$ cat src/rtl/lfjc_pkg.sv
// Package for the line follower junction controller: mode and side codes,
// register indexes, command and configuration structs, shared constants.
// No dependencies.
`default_nettype none

package lfjc_pkg;

	typedef enum logic [1:0] {
		MODE_TRACK      = 2'd0,
		MODE_SPIN_LEFT  = 2'd1,
		MODE_SPIN_RIGHT = 2'd2,
		MODE_DONE       = 2'd3
	} mode_t;

	typedef enum logic [1:0] {
		SIDE_CENTER = 2'd0,
		SIDE_LEFT   = 2'd1,
		SIDE_RIGHT  = 2'd2
	} side_t;

	typedef enum logic [2:0] {
		REG_BLACK_LEVEL    = 3'd0,
		REG_CRUISE_SPEED   = 3'd1,
		REG_TURN_SPEED     = 3'd2,
		REG_SEARCH_SPEED   = 3'd3,
		REG_CROSSING_SPEED = 3'd4,
		REG_MIN_SPEED      = 3'd5,
		REG_RIGHT_GAIN_PCT = 3'd6
	} cfg_reg_t;

	// Defaults for the top-level parameters
	localparam int SPIN_LIMIT_TICKS_DEF = 80;
	localparam int SPIN_MIN_TICKS_DEF   = 6;
	localparam int DEBOUNCE_TICKS_DEF   = 2;
	localparam int REARM_TICKS_DEF      = 4;
	localparam int Q_DEPTH_DEF          = 4;

	// Register reset values
	localparam logic       BLACK_LEVEL_RST    = 1'b1;
	localparam logic [7:0] CRUISE_SPEED_RST   = 8'd68;
	localparam logic [7:0] TURN_SPEED_RST     = 8'd72;
	localparam logic [7:0] SEARCH_SPEED_RST   = 8'd60;
	localparam logic [7:0] CROSSING_SPEED_RST = 8'd58;
	localparam logic [7:0] MIN_SPEED_RST      = 8'd55;
	localparam logic [6:0] RIGHT_GAIN_RST     = 7'd15;

	localparam logic [9:0] SPEED_CAP = 10'd150;
	localparam logic [7:0] PCT_BASE  = 8'd100;
	// floor(2^16 / 100); estimate is low by at most one
	localparam logic [9:0] RECIP_100   = 10'd655;
	localparam int         RECIP_SHIFT = 16;

	typedef struct packed {
		logic       black_level;
		logic [7:0] cruise_speed;
		logic [7:0] turn_speed;
		logic [7:0] search_speed;
		logic [7:0] crossing_speed;
		logic [7:0] min_speed;
		logic [6:0] right_gain_pct;
	} cfg_t;

	// Raw motor command before shaping
	typedef struct packed {
		logic       lrev;
		logic [7:0] lmag;
		logic       rrev;
		logic [7:0] rmag;
		mode_t      mode;
		logic       last;
	} cmd_t;

	typedef struct packed {
		logic en0;
		logic en1;
	} q_push_t;

endpackage

`default_nettype wire

$ cat src/rtl/lfjc_front.sv
// Front end: accepts sensor ticks, runs the junction and steering state,
// and pushes zero to two raw motor commands per tick. Uses lfjc_pkg.
`default_nettype none

module lfjc_front #(
	parameter int SPIN_LIMIT_TICKS = lfjc_pkg::SPIN_LIMIT_TICKS_DEF,
	parameter int SPIN_MIN_TICKS   = lfjc_pkg::SPIN_MIN_TICKS_DEF,
	parameter int DEBOUNCE_TICKS   = lfjc_pkg::DEBOUNCE_TICKS_DEF,
	parameter int REARM_TICKS      = lfjc_pkg::REARM_TICKS_DEF
) (
	input  wire logic           clk,
	input  wire logic           arst_n,
	input  wire lfjc_pkg::cfg_t cfg,
	input  wire logic           in_valid,
	output logic                in_ready,
	input  wire logic [1:0]     levels,    // [0] left_level, [1] right_level
	input  wire logic           q_room,
	output lfjc_pkg::q_push_t   push,
	output lfjc_pkg::cmd_t      cmd0,
	output lfjc_pkg::cmd_t      cmd1
);
	import lfjc_pkg::*;

	localparam logic [6:0] SPIN_LIMIT = 7'(SPIN_LIMIT_TICKS);
	localparam logic [6:0] SPIN_MIN   = 7'(SPIN_MIN_TICKS);
	localparam logic [1:0] DEBOUNCE   = 2'(DEBOUNCE_TICKS);
	localparam logic [2:0] REARM      = 3'(REARM_TICKS);

	mode_t      mode_q, mode_d;
	logic [6:0] spin_q, spin_d;
	logic [1:0] junc_q, junc_d;
	logic [1:0] brun_q, brun_d;
	logic [2:0] wrun_q, wrun_d;
	logic [2:0] swrun_q, swrun_d;
	logic       armed_q, armed_d;
	side_t      side_q, side_d;

	logic lb, rb, found, spin_end, junc_hit, accept;

	assign lb       = (levels[0] == cfg.black_level);
	assign rb       = (levels[1] == cfg.black_level);
	assign in_ready = q_room;
	assign accept   = in_valid && in_ready;

	// Next state
	always_comb begin
		mode_d   = mode_q;
		spin_d   = spin_q;
		junc_d   = junc_q;
		brun_d   = brun_q;
		wrun_d   = wrun_q;
		swrun_d  = swrun_q;
		armed_d  = armed_q;
		side_d   = side_q;
		found    = 1'b0;
		spin_end = 1'b0;
		junc_hit = 1'b0;
		case (mode_q)
			MODE_DONE: begin
			end
			MODE_SPIN_LEFT, MODE_SPIN_RIGHT: begin
				if (spin_q != 7'h7f) spin_d = spin_q + 7'd1;
				found = (mode_q == MODE_SPIN_LEFT) ? (lb && !rb) : (!lb && rb);
				if ((spin_d >= SPIN_MIN && found) || spin_d >= SPIN_LIMIT) begin
					mode_d   = MODE_TRACK;
					spin_d   = 7'd0;
					brun_d   = 2'd0;
					wrun_d   = 3'd0;
					armed_d  = 1'b0;
					spin_end = 1'b1;
				end
			end
			default: begin
				if (!lb || !rb) begin
					if (swrun_q < REARM) swrun_d = swrun_q + 3'd1;
					if (swrun_d >= REARM) armed_d = 1'b1;
				end
				if (lb && rb) begin
					if (brun_q != 2'd3) brun_d = brun_q + 2'd1;
					wrun_d = 3'd0;
					if (armed_d && brun_d >= DEBOUNCE) begin
						armed_d  = 1'b0;
						junc_hit = 1'b1;
						if (junc_q != 2'd3) junc_d = junc_q + 2'd1;
						if (junc_d == 2'd1) begin
							mode_d = MODE_SPIN_LEFT;
							spin_d = 7'd0;
						end else if (junc_d == 2'd2) begin
							mode_d = MODE_SPIN_RIGHT;
							spin_d = 7'd0;
						end else begin
							mode_d = MODE_DONE;
						end
					end
				end else begin
					brun_d = 2'd0;
					if (wrun_q != 3'd7) wrun_d = wrun_q + 3'd1;
					if (wrun_d >= REARM) armed_d = 1'b1;
				end
				if (lb && !rb) side_d = SIDE_LEFT;
				else if (!lb && rb) side_d = SIDE_RIGHT;
			end
		endcase
	end

	// Commands for this tick
	always_comb begin
		cmd0      = '0;
		cmd0.mode = mode_d;
		cmd0.last = !spin_end;
		cmd1      = '0;
		cmd1.lmag = cfg.cruise_speed;
		cmd1.rmag = cfg.cruise_speed;
		cmd1.mode = mode_d;
		cmd1.last = 1'b1;
		// a junction that starts a spin gives no command
		push.en0  = accept && !(junc_hit && mode_d != MODE_DONE);
		push.en1  = accept && spin_end;
		case (mode_q)
			MODE_DONE: begin
			end
			MODE_SPIN_LEFT, MODE_SPIN_RIGHT: begin
				cmd0.lrev = (mode_q == MODE_SPIN_LEFT);
				cmd0.rrev = (mode_q == MODE_SPIN_RIGHT);
				cmd0.lmag = cfg.turn_speed;
				cmd0.rmag = cfg.turn_speed;
			end
			default: begin
				if (junc_hit) begin
				end else if (lb && rb) begin
					cmd0.lmag = cfg.crossing_speed;
					cmd0.rmag = cfg.crossing_speed;
				end else if (lb) begin
					cmd0.lrev = 1'b1;
					cmd0.lmag = cfg.turn_speed >> 1;
					cmd0.rmag = cfg.turn_speed;
				end else if (rb) begin
					cmd0.lmag = cfg.turn_speed;
					cmd0.rrev = 1'b1;
					cmd0.rmag = cfg.turn_speed >> 1;
				end else begin
					case (side_d)
						SIDE_LEFT: begin
							cmd0.lrev = 1'b1;
							cmd0.lmag = cfg.search_speed >> 1;
							cmd0.rmag = cfg.search_speed;
						end
						SIDE_RIGHT: begin
							cmd0.lmag = cfg.search_speed;
							cmd0.rrev = 1'b1;
							cmd0.rmag = cfg.search_speed >> 1;
						end
						default: begin
							cmd0.lmag = cfg.cruise_speed;
							cmd0.rmag = cfg.cruise_speed;
						end
					endcase
				end
			end
		endcase
	end

	always_ff @(posedge clk or negedge arst_n) begin
		if (!arst_n) begin
			mode_q  <= MODE_TRACK;
			spin_q  <= 7'd0;
			junc_q  <= 2'd0;
			brun_q  <= 2'd0;
			wrun_q  <= REARM;
			swrun_q <= 3'd0;
			armed_q <= 1'b0;
			side_q  <= SIDE_CENTER;
		end else if (accept) begin
			mode_q  <= mode_d;
			spin_q  <= spin_d;
			junc_q  <= junc_d;
			brun_q  <= brun_d;
			wrun_q  <= wrun_d;
			swrun_q <= swrun_d;
			armed_q <= armed_d;
			side_q  <= side_d;
		end
	end

endmodule

`default_nettype wire

$ cat src/rtl/lfjc_queue.sv
// Command queue between front and back: two writes and one read per cycle.
// Uses lfjc_pkg.
`default_nettype none

module lfjc_queue #(
	parameter int DEPTH = lfjc_pkg::Q_DEPTH_DEF
) (
	input  wire logic              clk,
	input  wire logic              arst_n,
	input  wire lfjc_pkg::q_push_t push,
	input  wire lfjc_pkg::cmd_t    cmd0,
	input  wire lfjc_pkg::cmd_t    cmd1,
	input  wire logic              pop,
	output lfjc_pkg::cmd_t         head,
	output logic                   not_empty,
	output logic                   room
);
	import lfjc_pkg::*;

	localparam int PW = (DEPTH > 1) ? $clog2(DEPTH) : 1;
	localparam int CW = $clog2(DEPTH + 1);
	localparam logic [PW-1:0] LAST_PTR = PW'(DEPTH - 1);
	localparam logic [CW-1:0] ROOM_MAX = CW'(DEPTH - 2);

	cmd_t          mem_q [DEPTH];
	logic [PW-1:0] wp_q, rp_q, wp_next;
	logic [CW-1:0] cnt_q;

	function automatic logic [PW-1:0] ptr_inc(input logic [PW-1:0] p);
		return (p == LAST_PTR) ? '0 : p + PW'(1);
	endfunction

	assign wp_next   = ptr_inc(wp_q);
	assign head      = mem_q[rp_q];
	assign not_empty = (cnt_q != '0);
	assign room      = (cnt_q <= ROOM_MAX);

	always_ff @(posedge clk) begin
		if (push.en0) mem_q[wp_q] <= cmd0;
		if (push.en1) mem_q[wp_next] <= cmd1;
	end

	always_ff @(posedge clk or negedge arst_n) begin
		if (!arst_n) begin
			wp_q  <= '0;
			rp_q  <= '0;
			cnt_q <= '0;
		end else begin
			if (push.en0 && push.en1) wp_q <= ptr_inc(wp_next);
			else if (push.en0) wp_q <= wp_next;
			if (pop) rp_q <= ptr_inc(rp_q);
			cnt_q <= cnt_q + CW'(push.en0) + CW'(push.en1) - CW'(pop);
		end
	end

endmodule

`default_nettype wire

$ cat src/rtl/lfjc_back.sv
// Back end: shapes queued commands (right gain, minimum speed, cap) in a
// three-stage pipeline ending in the output register. Uses lfjc_pkg.
`default_nettype none

module lfjc_back (
	input  wire logic           clk,
	input  wire logic           arst_n,
	input  wire logic [7:0]     min_speed,
	input  wire logic [6:0]     right_gain_pct,
	input  wire lfjc_pkg::cmd_t head,
	input  wire logic           head_valid,
	output logic                pop,
	output logic                out_valid,
	input  wire logic           out_ready,
	output logic [23:0]         out_data,
	output logic                out_last
);
	import lfjc_pkg::*;

	cmd_t        cmd_s1, cmd_s2;
	logic [15:0] prod_s1, prod_s2;
	logic [9:0]  est_s2;
	logic        v1_q, v2_q, adv;
	logic [7:0]  factor;
	logic [15:0] rem;
	logic [9:0]  rq;
	logic [7:0]  lmag, rmag;

	function automatic logic [7:0] shape_mag(input logic [9:0] mag, input logic [7:0] lo);
		logic [9:0] m;
		m = mag;
		if (m != 10'd0 && m < {2'b00, lo}) m = {2'b00, lo};
		if (m > SPEED_CAP) m = SPEED_CAP;
		return m[7:0];
	endfunction

	assign adv    = !out_valid || out_ready;
	assign pop    = adv && head_valid;
	assign factor = PCT_BASE + {1'b0, right_gain_pct};

	// Correct the reciprocal estimate by one where needed
	assign rem  = prod_s2 - 16'(est_s2) * 16'(PCT_BASE);
	assign rq   = est_s2 + 10'(rem >= 16'(PCT_BASE));
	assign lmag = shape_mag({2'b00, cmd_s2.lmag}, min_speed);
	assign rmag = shape_mag(rq, min_speed);

	always_ff @(posedge clk) begin
		if (adv) begin
			cmd_s1   <= head;
			prod_s1  <= 16'(head.rmag) * 16'(factor);
			cmd_s2   <= cmd_s1;
			prod_s2  <= prod_s1;
			est_s2   <= 10'((26'(prod_s1) * 26'(RECIP_100)) >> RECIP_SHIFT);
			out_data <= {4'b0000, cmd_s2.mode, rmag, cmd_s2.rrev && (rmag != 8'd0),
				lmag, cmd_s2.lrev && (lmag != 8'd0)};
			out_last <= cmd_s2.last;
		end
	end

	always_ff @(posedge clk or negedge arst_n) begin
		if (!arst_n) begin
			v1_q      <= 1'b0;
			v2_q      <= 1'b0;
			out_valid <= 1'b0;
		end else if (adv) begin
			v1_q      <= head_valid;
			v2_q      <= v1_q;
			out_valid <= v2_q;
		end
	end

endmodule

`default_nettype wire

$ cat src/rtl/line_follower_junction_controller_unit.sv
// Line follower junction controller, top level: configuration registers,
// front end, command queue and back end. Uses lfjc_pkg and the lfjc_* modules.
// An accepted tick's commands are queued, then pass stages s1, s2 and output.
// Throughput: one tick per cycle while the queue has two free slots; results
// leave one per cycle while m_tready is high (single queue read port).
// Reset: arst_n asynchronously clears control state, loads register defaults.
`default_nettype none

module line_follower_junction_controller_unit #(
	parameter int SPIN_LIMIT_TICKS = lfjc_pkg::SPIN_LIMIT_TICKS_DEF,
	parameter int SPIN_MIN_TICKS   = lfjc_pkg::SPIN_MIN_TICKS_DEF,
	parameter int DEBOUNCE_TICKS   = lfjc_pkg::DEBOUNCE_TICKS_DEF,
	parameter int REARM_TICKS      = lfjc_pkg::REARM_TICKS_DEF,
	parameter int Q_DEPTH          = lfjc_pkg::Q_DEPTH_DEF
) (
	input  wire logic        clk,
	input  wire logic        arst_n,
	// sensor tick stream
	input  wire logic        s_tvalid,
	output logic             s_tready,
	input  wire logic [7:0]  s_tdata,   // [0] left_level, [1] right_level, rest zero
	// motor command stream
	output logic             m_tvalid,
	input  wire logic        m_tready,
	output logic [23:0]      m_tdata,   // [0] left_reverse, [8:1] left_speed,
	                                    // [9] right_reverse, [17:10] right_speed,
	                                    // [19:18] drive_mode, rest zero
	output logic             m_tlast,   // last_command
	// register writes
	input  wire logic        cfg_valid,
	output logic             cfg_ready,
	input  wire logic [2:0]  cfg_index,
	input  wire logic [7:0]  cfg_data
);
	import lfjc_pkg::*;

	cfg_t    cfg_q;
	q_push_t push;
	cmd_t    cmd0, cmd1, head;
	logic    q_room, q_not_empty, q_pop;

	// Registers take a write every cycle; unknown indexes are dropped.
	assign cfg_ready = 1'b1;

	always_ff @(posedge clk or negedge arst_n) begin
		if (!arst_n) begin
			cfg_q.black_level    <= BLACK_LEVEL_RST;
			cfg_q.cruise_speed   <= CRUISE_SPEED_RST;
			cfg_q.turn_speed     <= TURN_SPEED_RST;
			cfg_q.search_speed   <= SEARCH_SPEED_RST;
			cfg_q.crossing_speed <= CROSSING_SPEED_RST;
			cfg_q.min_speed      <= MIN_SPEED_RST;
			cfg_q.right_gain_pct <= RIGHT_GAIN_RST;
		end else if (cfg_valid && cfg_ready) begin
			case (cfg_reg_t'(cfg_index))
				REG_BLACK_LEVEL:    cfg_q.black_level    <= cfg_data[0];
				REG_CRUISE_SPEED:   cfg_q.cruise_speed   <= cfg_data;
				REG_TURN_SPEED:     cfg_q.turn_speed     <= cfg_data;
				REG_SEARCH_SPEED:   cfg_q.search_speed   <= cfg_data;
				REG_CROSSING_SPEED: cfg_q.crossing_speed <= cfg_data;
				REG_MIN_SPEED:      cfg_q.min_speed      <= cfg_data;
				REG_RIGHT_GAIN_PCT: cfg_q.right_gain_pct <= cfg_data[6:0];
				default: begin
				end
			endcase
		end
	end

	// Front: classify the tick, advance the junction sequence, queue commands.
	// It only takes a tick when the queue can hold both possible commands.
	lfjc_front #(
		.SPIN_LIMIT_TICKS (SPIN_LIMIT_TICKS),
		.SPIN_MIN_TICKS   (SPIN_MIN_TICKS),
		.DEBOUNCE_TICKS   (DEBOUNCE_TICKS),
		.REARM_TICKS      (REARM_TICKS)
	) u_front (
		.clk      (clk),
		.arst_n   (arst_n),
		.cfg      (cfg_q),
		.in_valid (s_tvalid),
		.in_ready (s_tready),
		.levels   (s_tdata[1:0]),
		.q_room   (q_room),
		.push     (push),
		.cmd0     (cmd0),
		.cmd1     (cmd1)
	);

	// Queue: decouple tick intake from the shaping pipeline
	lfjc_queue #(
		.DEPTH (Q_DEPTH)
	) u_queue (
		.clk       (clk),
		.arst_n    (arst_n),
		.push      (push),
		.cmd0      (cmd0),
		.cmd1      (cmd1),
		.pop       (q_pop),
		.head      (head),
		.not_empty (q_not_empty),
		.room      (q_room)
	);

	// Back: gain multiply, divide by 100 through a reciprocal, clamp, and
	// hold the result in the output register until the transfer completes.
	lfjc_back u_back (
		.clk            (clk),
		.arst_n         (arst_n),
		.min_speed      (cfg_q.min_speed),
		.right_gain_pct (cfg_q.right_gain_pct),
		.head           (head),
		.head_valid     (q_not_empty),
		.pop            (q_pop),
		.out_valid      (m_tvalid),
		.out_ready      (m_tready),
		.out_data       (m_tdata),
		.out_last       (m_tlast)
	);

endmodule

`default_nettype wire

$ cat config.mk
export PLATFORM = sky130hd
export DESIGN_NAME = line_follower_junction_controller_unit
export DESIGN_NICKNAME = d
export VERILOG_FILES = /design/src/rtl/lfjc_pkg.sv /design/src/rtl/lfjc_front.sv /design/src/rtl/lfjc_queue.sv /design/src/rtl/lfjc_back.sv /design/src/rtl/line_follower_junction_controller_unit.sv
export SDC_FILE = /design/constraint.sdc
export NUM_CORES = 1
export LEC_CHECK = 0
export BUFFER_PORTS_ARGS = -buffer_cell sky130_fd_sc_hd__clkbuf_2
export CORE_AREA = 3 3 250 203
export DETAILED_ROUTE_END_ITERATION = 8
export DIE_AREA = 0 0 253 206
export PLACE_DENSITY = 0.63
export SLEW_MARGIN = 20
export SYNTH_ARGS = -nofsm -noshare
export SYNTH_HDL_FRONTEND = slang
export SYNTH_HIERARCHICAL = 1
export SYNTH_SLANG_ARGS = --single-unit
$ cat constraint.sdc
create_clock -name clk -period 12.1 [get_ports clk]
set_input_delay 2.42 -clock clk [delete_from_list [all_inputs] [get_ports clk]]
set_output_delay 2.42 -clock clk [all_outputs]
set_load 0.03 [all_outputs]
### Word-level counts from Yosys, hierarchy flattened

Memories as Yosys holds them, arrays and structs flattened.
Index checks and enable logic that the tools add are counted.

* reductions and logical operators: 46
* add/subtract/negate cells: 14
* muxes and demuxes: 78
* bitwise logic cells: 2
* eq/ne operators: 24
* magnitude comparators: 12
* multipliers: 3

Operators with widths (number)
* two-way mux 7 bit: 7
* two-way mux 8 bit: 6
* two-way mux 2 bit: 21
* case mux 18 bit (2 select lines): 1
* case mux 8 bit (2 select lines): 2
* multiplier 16 x 10 -> 26 bit (second input constant): 1
* two-way mux 1 bit: 24
* two-way mux 3 bit: 8
* nonzero test 8 bit: 3
* two-way mux 18 bit: 1
* two-way mux 17 bit: 1
* greater-or-equal comparator 16 x 7 -> 1 bit (second input constant): 1
* multiplier 8 x 8 -> 16 bit: 1
* subtractor 16 bit: 1
* logical AND 1 bit: 15
* equality test 2 bit (second input constant): 7
* multiplier 10 x 5 -> 14 bit (second input constant): 1
* case mux 7 bit (2 select lines): 1
* AND reduction 2 bit: 7
* adder 10 x 1 -> 10 bit: 1
* adder 2 x 1 -> 2 bit (second input constant): 5
* > comparator 10 x 8 -> 1 bit (second input constant): 1
* less-than comparator 10 x 8 -> 1 bit: 1
* two-way mux 10 bit: 1
* 38 further kinds: 61

* output and inout port bits: 28
* word-level logic and storage cells: 216
* flip-flop bits (word level): 169
* bits of input ports: 24
* memories: 1
* memory bits (writable): 84

Memory list
* u_queue.mem_q: words 4, width 21, read ports 1, clocked after Yosys merged registers in 0, write ports 2, RTL line lfjc_queue.sv:25 `cmd_t mem_q [DEPTH];`

### Depth between registers and ports, before layout

Gate-level depths: netlist of the first run.

* depth after elaboration: 26
* mapped depth: 32
* depth with buffers taken out: 30

### Cells and area by module

The synthesis of the first run kept the hierarchy.

By module, submodules not included
* lfjc_back: cells an instance 914, times used 1, sequential area each 2687.6 um^2, area an instance 9959.6 um^2
* lfjc_queue: cells an instance 252, times used 1, sequential area each 2697.6 um^2, area an instance 4576.9 um^2
* lfjc_front: cells an instance 360, times used 1, sequential area each 551.8 um^2, area an instance 2731.4 um^2
* line_follower_junction_controller_unit: cells an instance 109, times used 1, sequential area each 1228.7 um^2, area an instance 2000.7 um^2

### Worst setup path before layout of the first run

Ideal clock, no wire load.

* kind: reg2reg
* start: register u_back.est_s2[2]
* end: register u_back.out_data[17], data pin
* arrival time: 6.252 ns
* path slack: 5.589 ns
* stages on the path, launching flop included: 28
* data required time: 11.841 ns
* library setup time: 0.259 ns
* path buffers: 2
* period minus slack after synthesis: 6.511 ns
* cells stage by stage: edfxtp_1 > ha_1 > ha_1 > fa_1 > ha_1 > nor2b_1 > o21ai_0 > a21oi_1 > o21ai_0 > nand2b_1 > xnor2_1 > ha_1 > o21ai_0 > a211oi_1 > o31a_1 > o311a_1 > o211ai_1 > ha_1 > buf_4 > nand4_1 > xnor2_1 > ha_1 > nor2b_1 > or4_1 > a21o_1 > buf_6 > mux2_4 > or2_1

* word-level cells in the longest chain between the ends: 9
* elaborated cells on any way between the ends: 10
* classes of those cells: add/sub: 2; mul: 1; order compare: 3; mux: 2; reduce/logical: 2

RTL lines
* from (decl): RTL line lfjc_back.sv:22 `logic [9:0] est_s2;`
* from (signal assigned): RTL line lfjc_back.sv:53 `est_s2 <= 10'((26'(prod_s1) * 26'(RECIP_100)) >> RECIP_SHIFT);`
* multiplier 10 x 5 -> 14 bit: RTL line lfjc_back.sv:42 `assign rem = prod_s2 - 16'(est_s2) * 16'(PCT_BASE);`
* subtractor 16 bit: RTL line lfjc_back.sv:42
* greater-or-equal comparator 16 x 7 -> 1 bit: RTL line lfjc_back.sv:43 `assign rq = est_s2 + 10'(rem >= 16'(PCT_BASE));`
* adder 10 x 1 -> 10 bit *: RTL line lfjc_back.sv:43
* less-than comparator 10 x 8 -> 1 bit or nonzero test 10 bit (tied branches): RTL line lfjc_back.sv:32 `if (m != 10'd0 && m < {2'b00, lo}) m = {2'b00, lo};`
* logical AND 1 bit: RTL line lfjc_back.sv:32
* two-way mux 10 bit *: RTL line lfjc_back.sv:32
* > comparator 10 x 8 -> 1 bit: RTL line lfjc_back.sv:33 `if (m > SPEED_CAP) m = SPEED_CAP;`
* two-way mux 8 bit *: RTL line lfjc_back.sv:33
* named net u_back.rmag[7]: RTL line lfjc_back.sv:27 `logic [7:0] lmag, rmag;`
* to (signal assigned): RTL line lfjc_back.sv:54 `out_data <= {4'b0000, cmd_s2.mode, rmag, cmd_s2.rrev && (rmag != 8'd0),`
* to (decl): RTL line lfjc_back.sv:15 `output logic [23:0] out_data,`

The timed path passes the listed nets; every way through them passes the cells marked *.
A chain may end at the register's enable or synchronous reset.

### Worst setup path in the final report of the first run

* start: register u_back.est_s2[1]
* end: register u_back.out_data[17], data pin

Same word-level chain as after synthesis.

==> results of run 1 <==
## stage by stage
| stage | instances | util | hold WS, ns | instance area, um^2 | worst slack, ns |
|---|---|---|---|---|---|
| 2_1_floorplan | 1639 | - | 0.4003 | 19280 | 5.589 |
| 3_3_place_gp | 2240 | 0.4103 | 0.4014 | 19810 | 4.580 |
| 3_5_place_dp | 2240 | 0.4103 | 0.4052 | 19810 | 4.580 |
| 4_1_cts | 2292 | 0.4287 | 0.4178 | 20700 | 4.546 |
| 5_1_grt | 2292 | 0.4292 | 0.4189 | 20720 | 3.975 |
| 6_report | 2292 | 0.4292 | 0.4115 | 20720 | 4.513 |
## state kept, by name, summed over array words and instances (netlist names)
signal,cells
u_queue/mem_q,84
cfg_q,48
u_back/out_data,20
u_back/prod_s1,16
u_back/prod_s2,14
u_back/cmd_s1,13
u_back/cmd_s2,13
u_back/est_s2,10
u_front/spin_q,7
u_front/swrun_q,3
u_front/wrun_q,3
u_queue/cnt_q,3
u_front/brun_q,2
u_front/junc_q,2
u_front/mode_q,2
u_front/side_q,2
u_queue/rp_q,2
u_queue/wp_q,2
u_back/out_last,1
u_back/out_valid,1
u_back/v1_q,1
u_back/v2_q,1
u_front/armed_q,1
## worst paths after layout
| kind | endpoint | slack, ns | depth (start not counted) |
|---|---|---|---|
| hold / removal | u_back/out_data[19] | 0.41 | 0 |
| min in group asynchronous | cfg_q[10] | 1.69 | 1 |
| hold reg to reg | u_back/out_data[19] | 0.41 | 0 |
| setup reg to reg | u_back/out_data[17] | 4.51 | 28 |
| max in group asynchronous | cfg_q[42] | 9.24 | 2 |
| setup / recovery | u_back/out_data[17] | 4.51 | 28 |
## per-layer routing
layer,wire length [um],up-vias,share of wire
met5,0,-,0
met4,518,0,0.013
met3,2544,43,0.063
met2,17170,298,0.42
met1,20170,6163,0.50
li1,-,5916,-
## cell usage in the layout, fill, tap and decap left out, types with 20 or more instances in the layout
cell type  count
inv_1        165
clkbuf_2      39
and2_1        41
nor2_1        57
a21oi_1       63
fa_1          91
mux2_4        25
nand3_1       25
mux2_2       115
dfstp_2       23
clkbuf_16     29
nand2b_1      22
o21ai_0       33
nor3_1        21
edfxtp_1     171
ha_1         211
dfrtp_1       57
nand2_1       95
nor2b_1       20
xnor2_1       32
## cells by family (layout without fill, tap and decap cells)
kind of cell    Yosys count  after routing  synth area share
compound gates          272            272           0.09870
xor+xnor                 55             55           0.02617
simple gates            339            339           0.09104
flops                   251            251            0.3719
mux                     172            172            0.1206
fa+ha+maj               302            302            0.2316
other cells               4              8         0.0007790
buf+inv                 240            264           0.05929
## area by class of cell
cell class / count / area, um^2 / share of cell area
Sequential cell: 251 / 7166 / 0.3458
Clock buffer: 43 / 828.3 / 0.03997
Tap cell: 629 / 787.0 / 0.03798
Multi-Input combinational cell: 1148 / 11000 / 0.5310
Timing Repair Buffer: 47 / 259.0 / 0.01250
Clock inverter: 9 / 60.06 / 0.002898
Inverter: 165 / 619.3 / 0.02989
## critical path: cells and delay by family, from the launching register on
| family | cells | cell delay [ns] |
|---|---|---|
| AOI/OAI and AO/OA | 10 | 1.84 |
| xor gates and xnor gates | 2 | 0.34 |
| adders and majority gates | 7 | 2.53 |
| DFF | 1 | 0.62 |
| muxes | 1 | 0.37 |
| and+or+nand+nor | 8 | 1.64 |
==> impl_results.md, run 1 <==
* Met3 usage in global routing at 0.02932
* R2r startpoint: u_back/est_s2[1]
* Crit. End Element: register
* CTS tree: yes
* Final hold violation count at 0
* Setup_tns at 0 ns
* Slew headroom at 0.2207
* PostCTS Resize Cnt at 0
* Core Box Area at 48,290 um^2
* Drt first pass iters at 5
* Detailed-route DRC error count at 0
* Critical Path Max Stage Delay at 0.62 ns
* Final WL at 40,400 um
* CP required at 12.40 ns
* Cells after synthesis at 1,635
* Vias per std cell at 5.419
* Sequential-to-total area share from yosys stat at 0.3719
* Synth cell count leaders: 211 x ha_1, 171 x edfxtp_1, 165 x inv_1, 115 x mux2_2, 99 x nand2_1
* Clock Tree Buf Depth at 3
* Final ANT Viol Nets at 0
* Largest cells by area after synthesis: edfxtp_1 27%, ha_1 14%, fa_1 9.5%, dfrtp_1 7.4%, mux2_2 6.7%
* Post-synth top area cell: edfxtp_1
* Final RePlAce weighted congestion at 0.8702
* DR vias at 12.42k
* Tmin final at 7.587 ns
* Met2 Use GR at 0.2341
* Area share of the largest cell type after synthesis at 0.2665
* Crit-path most repeated cell: ha_1
* Post-CTS Hold Buffers at 0
* GR met1 Demand/Resource at 0.2382
* Largest net degree at the start of global routing at 85
* Die W at 253 um
* Buffers on Ports at 40
* Final setup vio count at 0
* Worst Min Path Start: u_back/cmd_s2[2]
* Site Rows at 72
* HPWL reported at the end of detailed placement at 29,570 um
* Setup bufs post-CTS at 0
* DR WL/cell at 17.63 um
* CP Class: register to register
* Top-level I/O count at 52
* Htree depth at 1
* Die Ht at 206 um
* GR peak layer: met1
* Clock Pin Slew Worst Setup and Hold Paths at 0.06 ns
* CTS root buffer: clkbuf_16
* Startpoint class of the critical path: register
* P&R area growth vs syn at 7.546%
* Initial detailed-routing violation count at 728
* Die ar. at 52,120 um^2
* Initial core utilization at 0.3990
* Synth warn at 6
* Avg Cell Area, Syn at 11.79 um^2
* GRT overflow at 0
* Yosys reg bits at 251
* Worst Max-Slew Pin Slew at 1.166 ns
* Max_cap viols at 0
* Num Clock Sinks at 251
* Vias in the first global route at 12.35k
* FILL cells at 4,457
* Final Slew Violations at 0
* Count leader, synth: ha_1
* First-pass GRT wire length at 65,920 um
* Clock latency on the worst-skew pair at 0.56 ns
* GRT Util Overall at 0.1564
* Post-layout nets at 1,967
* RSZ-0062 raised after global routing: no
* TritonCTS buffer count at 28
* Hold crit path type: register to register
* Main flop type after synthesis: edfxtp_1
* Status: completed
* Fmax at 131.8 MHz
* Diodes inserted at 0
* Worst-path fanout max at 10
* Synth async-reset ratio at 0.3187
* Netlist cell types at 87
* Synth Cell Area at 19,270 um^2
* Post-synth EDFFs at 171
* Slowest cell on the critical path: edfxtp_1
* CP arrival at 7.89 ns
* Share of cells above drive strength 1 at 0.1792
* Crit share post-route at 0.6270
* Critical Path Source: u_back/est_s2[1]
* Final Skew at 0.01258 ns
* Initial antenna violation count at 2
Power of run 1 is left out: the tool's default activity adds up to more than one toggle a clock period on the data nets, which glitch-free logic cannot reach.
==> run 2: changes to the inputs <==
clock period = 7.45 ns   (was 12.1 ns; I/O delays follow)
==> run 2 against run 1 <==
  * Sequential share of layout area hardly changed
  * Wire length up 1.1%
  * Via count is 0.27% higher
  * Hold slack better by 0.0041 ns
  * Global-route usage up 0.26 points
  * Critical path depth up 1
  * Sequential cell count unchanged
  * Core utilization increased by 0.060 points
  * Clock skew is 0.012 ns higher
  * Final cell count increased by 0.13%
  * Critical endpoint unchanged
==> impl_results.md, run 2 (synthesis results as in run 1) <==
* GRT overflow at 0
* Clock latency on the worst-skew pair at 0.56 ns
* Final Slew Violations at 0
* Final RePlAce weighted congestion at 0.8708
* CP Class: register to register
* Initial detailed-routing violation count at 760
* CP required at 7.74 ns
* Initial antenna violation count at 2
* Status: completed
* Worst Hold Depth at 0
* R2r startpoint: u_back/est_s2[2]
* Final hold violation count at 0
* Worst-path fanout max at 8
* Met3 usage in global routing at 0.03447
* GRT Util Overall at 0.1589
* Buffer and inverter count on the worst path at 0
* CTS tree: yes
* Core Box Area at 48,290 um^2
* RR Endpoint: u_back/out_data[17]
* Buffers on Ports at 40
* CTS root buffer: clkbuf_16
* Hold crit path type: register to register
* TritonCTS buffer count at 27
* Flop2flop setup slack at 0.40 ns
* Max_cap viols at 0
* Worst Min Path Start: u_back/cmd_s1[15]
* Post-CTS Hold Buffers at 0
* Crit-path most repeated cell: ha_1
* Largest net degree at the start of global routing at 81
* Share of cells above drive strength 1 at 0.1855
* RSZ-0062 raised after global routing: no
* Largest Register: u_queue/mem_q
* Worst Max-Slew Pin Slew at 1.119 ns
* Crit. End Element: register
* Cells on worst reg2reg path at 29
* GR peak layer: met1
* Die ar. at 52,120 um^2
* Initial core utilization at 0.3990
* WHS Endpoint: u_back/cmd_s2[15]
* Die W at 253 um
* Startpoint class of the critical path: register
* Final Skew at 0.02499 ns
* Clock Pin Slew Worst Setup and Hold Paths at 0.06 ns
* Diodes inserted at 0
* Critical Path Max Stage Delay at 0.46 ns
* DR WL/cell at 17.80 um
* Final ANT Viol Nets at 0
* Htree depth at 1
* First-pass GRT wire length at 66,870 um
* Regs by FF count: u_queue/mem_q (84), cfg_q (48), u_back/out_data (20)
* Drt first pass iters at 5
* Clock Tree Buf Depth at 3
* Top-level I/O count at 52
* Detailed-route DRC error count at 0
* P&R area growth vs syn at 7.695%
* Most frequent cells in the layout: 210 x ha_1, 171 x edfxtp_1, 165 x inv_1
* DR vias at 12.45k
* Post-layout nets at 1,972
* Crit share post-route at 0.9458
* Commonest non-fill, non-tap cell in the layout: ha_1
* Num Clock Sinks at 251
* CP arrival at 7.33 ns
* Site Rows at 72
* GR met1 Demand/Resource at 0.2439
* Slowest cell on the critical path: fa_1
* Vias in the first global route at 12.39k
* Final WL at 40,840 um
* HPWL reported at the end of detailed placement at 30,180 um
* Fmax at 141.9 MHz
* Vias per std cell at 5.427
* Slew headroom at 0.2522
* Die Ht at 206 um
* Met2 Use GR at 0.2334
* Tmin final at 7.046 ns
* Final setup vio count at 0
* Largest register FFs at 84
* Setup_tns at 0 ns
* Top cell family by delay on the critical path: adder cells
run 2: worst max-delay path by stage:
stage,from,to,slack (ns),depth (start not counted)
2_1_floorplan,u_back/est_s2[2],u_back/out_data[17],0.94,27
3_3_place_gp,u_back/est_s2[2],u_back/out_data[17],0.12,28
3_5_place_dp,u_back/est_s2[2],u_back/out_data[17],0.14,28
4_1_cts,u_back/est_s2[2],u_back/out_data[17],0.09,28
5_1_grt,u_back/est_s2[2],u_back/out_data[17],0.02,29
6_report,u_back/est_s2[2],u_back/out_data[17],0.40,29
run 2: layout make-up:
cell class                 instances  area [um^2]
clock inverter                    19        163.9
tap                              629        787.0
sequential                       251         7166
multi-input combinational       1148        11030
timing repair buffer              53        300.3
inverter                         165        619.3
fill                            4497        27540
clock buffer                      30        686.9
run 2: metrics by stage:
stage / hold WS (ns) / setup WS (ns) / utilization / instances / instance area [um^2]
CTS: 0.4208 / 0.08675 / 0.4287 / 2294 / 20700
floorplan: 0.4003 / 0.9392 / - / 1639 / 19280
finish: 0.4156 / 0.4041 / 0.4298 / 2295 / 20750
global route: 0.4239 / 0.01953 / 0.4298 / 2295 / 20750
detailed placement: 0.4054 / 0.1381 / 0.4111 / 2245 / 19850
global placement: 0.4017 / 0.1155 / 0.4110 / 2245 / 19850
run 2: worst reg2reg max path: cells and delay by family (launching register included):
kind	cells	cell delay [ns]
DFF	1	0.45
muxes	1	0.33
AOI/OAI and AO/OA	11	1.86
and+or+nand+nor	8	1.46
adders and majority gates	7	2.40
xor gates and xnor gates	2	0.30
run 2: repair_timing:
item | in CTS | in global routing
buffers inserted | 0 | 1
setup endpoints to repair | 0 | 9
resized for setup | 0 | 6
run 2: layer usage:
metal  up-vias  part of all wire
met3        34             0.060
met1      6231              0.50
met4         2             0.012
met2       250              0.42
met5         -           0.00032
li1       5937                 -
Power of run 2 is left out for the same reason.
==> run 3: changes to the inputs <==
ABC_AREA = 0   (was unset)
CORE_AREA = 3 3 190 266   (was 3 3 250 203)
DIE_AREA = 0 0 193 269   (was 0 0 253 206)
==> run 3 against run 2 <==
  * Sequential cell count unchanged
  * Core utilization increased by 0.45 points
  * Critical path type unchanged
  * Largest cell class unchanged
  * Wire length increased by 0.12%
  * Non-clock buffer count increased by 7
==> impl_results.md, run 3 (synthesis results as in run 1) <==
* GRT overflow at 0
* DR WL/cell at 17.76 um
* Die ar. at 51,920 um^2
* RSZ-0062 raised after global routing: no
* Worst-path fanout max at 8
* Final Slew Violations at 0
* Crit. End Element: register
* Crit share post-route at 0.9389
* Max_cap viols at 0
* Final ANT Viol Nets at 0
* Post-CTS Hold Buffers at 0
* Reg area at 7166 um^2
* Startpoint class of the critical path: register
* Initial antenna violation count at 0
* Share of cells above drive strength 1 at 0.1889
* Detailed-route DRC error count at 0
* P&R area growth vs syn at 8.773%
* Worst Max-Slew Pin Slew at 0.9925 ns
* Final hold violation count at 0
* GRT Util Overall at 0.1601
* Tmin final at 6.995 ns
* Most frequent cells in the layout: 209 x ha_1, 171 x edfxtp_1, 165 x inv_1
* Fmax at 143.0 MHz
* CP arrival at 7.32 ns
* TritonCTS buffer count at 27
* Worst Hold Depth at 0
* Utilization after layout at 0.4343
* Slew headroom at 0.3367
* CTS tree: yes
* Critical Path Source: u_back/est_s2[2]
* Cells on worst reg2reg path at 26
* Top-level I/O count at 52
* Crit path to: u_back/out_data[17]
* Drt first pass iters at 7
* HPWL reported at the end of detailed placement at 30,610 um
* Final WL at 40,890 um
* Vias per std cell at 5.394
* Status: completed
* Num Clock Sinks at 251
* Flop2flop setup slack at 0.46 ns
* Largest net degree at the start of global routing at 81
* Clock latency on the worst-skew pair at 0.57 ns
* DR vias at 12.42k
* Final Skew at 0.02308 ns
* Final RePlAce weighted congestion at 0.9073
* Initial detailed-routing violation count at 680
* Vias in the first global route at 12.96k
* Clock Pin Slew Worst Setup and Hold Paths at 0.06 ns
* Die W at 193 um
* Hold crit path type: register to register
* Setup_tns at 0 ns
* Buffers on Ports at 40
* Largest Register: u_queue/mem_q
* CP required at 7.78 ns
* FILL cells at 4,519
* Commonest non-fill, non-tap cell in the layout: ha_1
* Post-layout nets at 1,979
* First-pass GRT wire length at 66,900 um
* Area of the multi-input gates at 11,020 um^2
* RR Endpoint: u_back/out_data[17]
* Htree depth at 1
* Site Rows at 95
* Largest register FFs at 84
* Regs by FF count: u_queue/mem_q (84), cfg_q (48), u_back/out_data (20)
* Die Ht at 269 um
* Core Box Area at 48,260 um^2
* R2r startpoint: u_back/est_s2[2]
* CP Class: register to register
* Diodes inserted at 0
* Clock Tree Buf Depth at 3
* Final setup vio count at 0
* CTS root buffer: clkbuf_16
* Initial core utilization at 0.3993
==> run 3: cell types whose count changed in the layout (fill, tap and decap cells not counted), moves of 2 or more <==
cell / before / now
buf_4: 14 / 20
bufinv_16: 2 / 6
clkbuf_1: 3 / 1
clkbuf_16: 27 / 29
clkinv_2: 7 / 5
inv_6: 3 / 0
nand2_1: 95 / 97
nand2_2: 5 / 3
==> run 3: cell type report <==
cell class / count / area share
Tap cell: 630 / 0.03761
Clock inverter: 18 / 0.01260
Multi-Input combinational cell: 1148 / 0.5259
Timing Repair Buffer: 60 / 0.01701
Sequential cell: 251 / 0.3419
Inverter: 165 / 0.02955
Clock buffer: 31 / 0.03546
==> run 3: metrics by stage <==
stage / worst slack (ns) / instance area (um^2) / instances / hold slack (ns)
after floorplan: 0.9392 / 19280 / 1639 / 0.4003
after global placement: 0.2322 / 19890 / 2251 / 0.4026
after detailed placement: 0.2037 / 19890 / 2251 / 0.4045
after CTS: 0.1692 / 20890 / 2300 / 0.4159
after global routing: 0.009358 / 20960 / 2303 / 0.4267
final: 0.4552 / 20960 / 2303 / 0.4149
==> run 3: how the worst min path moves through the flow <==
stage / start / end
2_1_floorplan: u_back/cmd_s1[0] / u_back/cmd_s2[0]
3_3_place_gp: u_back/cmd_s1[19] / u_back/cmd_s2[19]
4_1_cts: u_back/cmd_s2[2] / u_back/out_data[19]
3_5_place_dp: u_back/cmd_s1[16] / u_back/cmd_s2[16]
6_report: u_back/cmd_s2[2] / u_back/out_data[19]
5_1_grt: u_back/cmd_s1[17] / u_back/cmd_s2[17]
==> run 3: worst max-delay path: stages, from the launching register on <==
cell and delay [ns]:
edfxtp_1 0.43, ha_1 0.34, ha_1 0.32, fa_1 0.47
ha_1 0.36, nor2b_1 0.14, o21ai_0 0.19, a21oi_1 0.11
o21ai_0 0.16, nand2b_1 0.10, xnor2_1 0.14, ha_1 0.37
o21ai_0 0.15, a211oi_1 0.10, o31a_1 0.32, o311a_1 0.30
o211ai_1 0.30, ha_2 0.35, nand4_2 0.16, xnor2_2 0.27
ha_1 0.29, a21oi_1 0.13, nor2b_1 0.05, or4_1 0.42
a21o_1 0.23, mux2_4 0.32, or2_1 0.20
==> run 3: routing by layer <==
layer	global-route usage	part of all wire
met2	0.3053	0.53
met3	0.01587	0.032
met1	0.1913	0.41
met4	0.04127	0.023
met5	0	0
==> run 3: what timing repair did <==
item                       in CTS  in global routing
setup buffers                   0                  3
setup endpoints to repair       0                  9
gates resized for setup         0                  5
Power of run 3 is left out for the same reason.
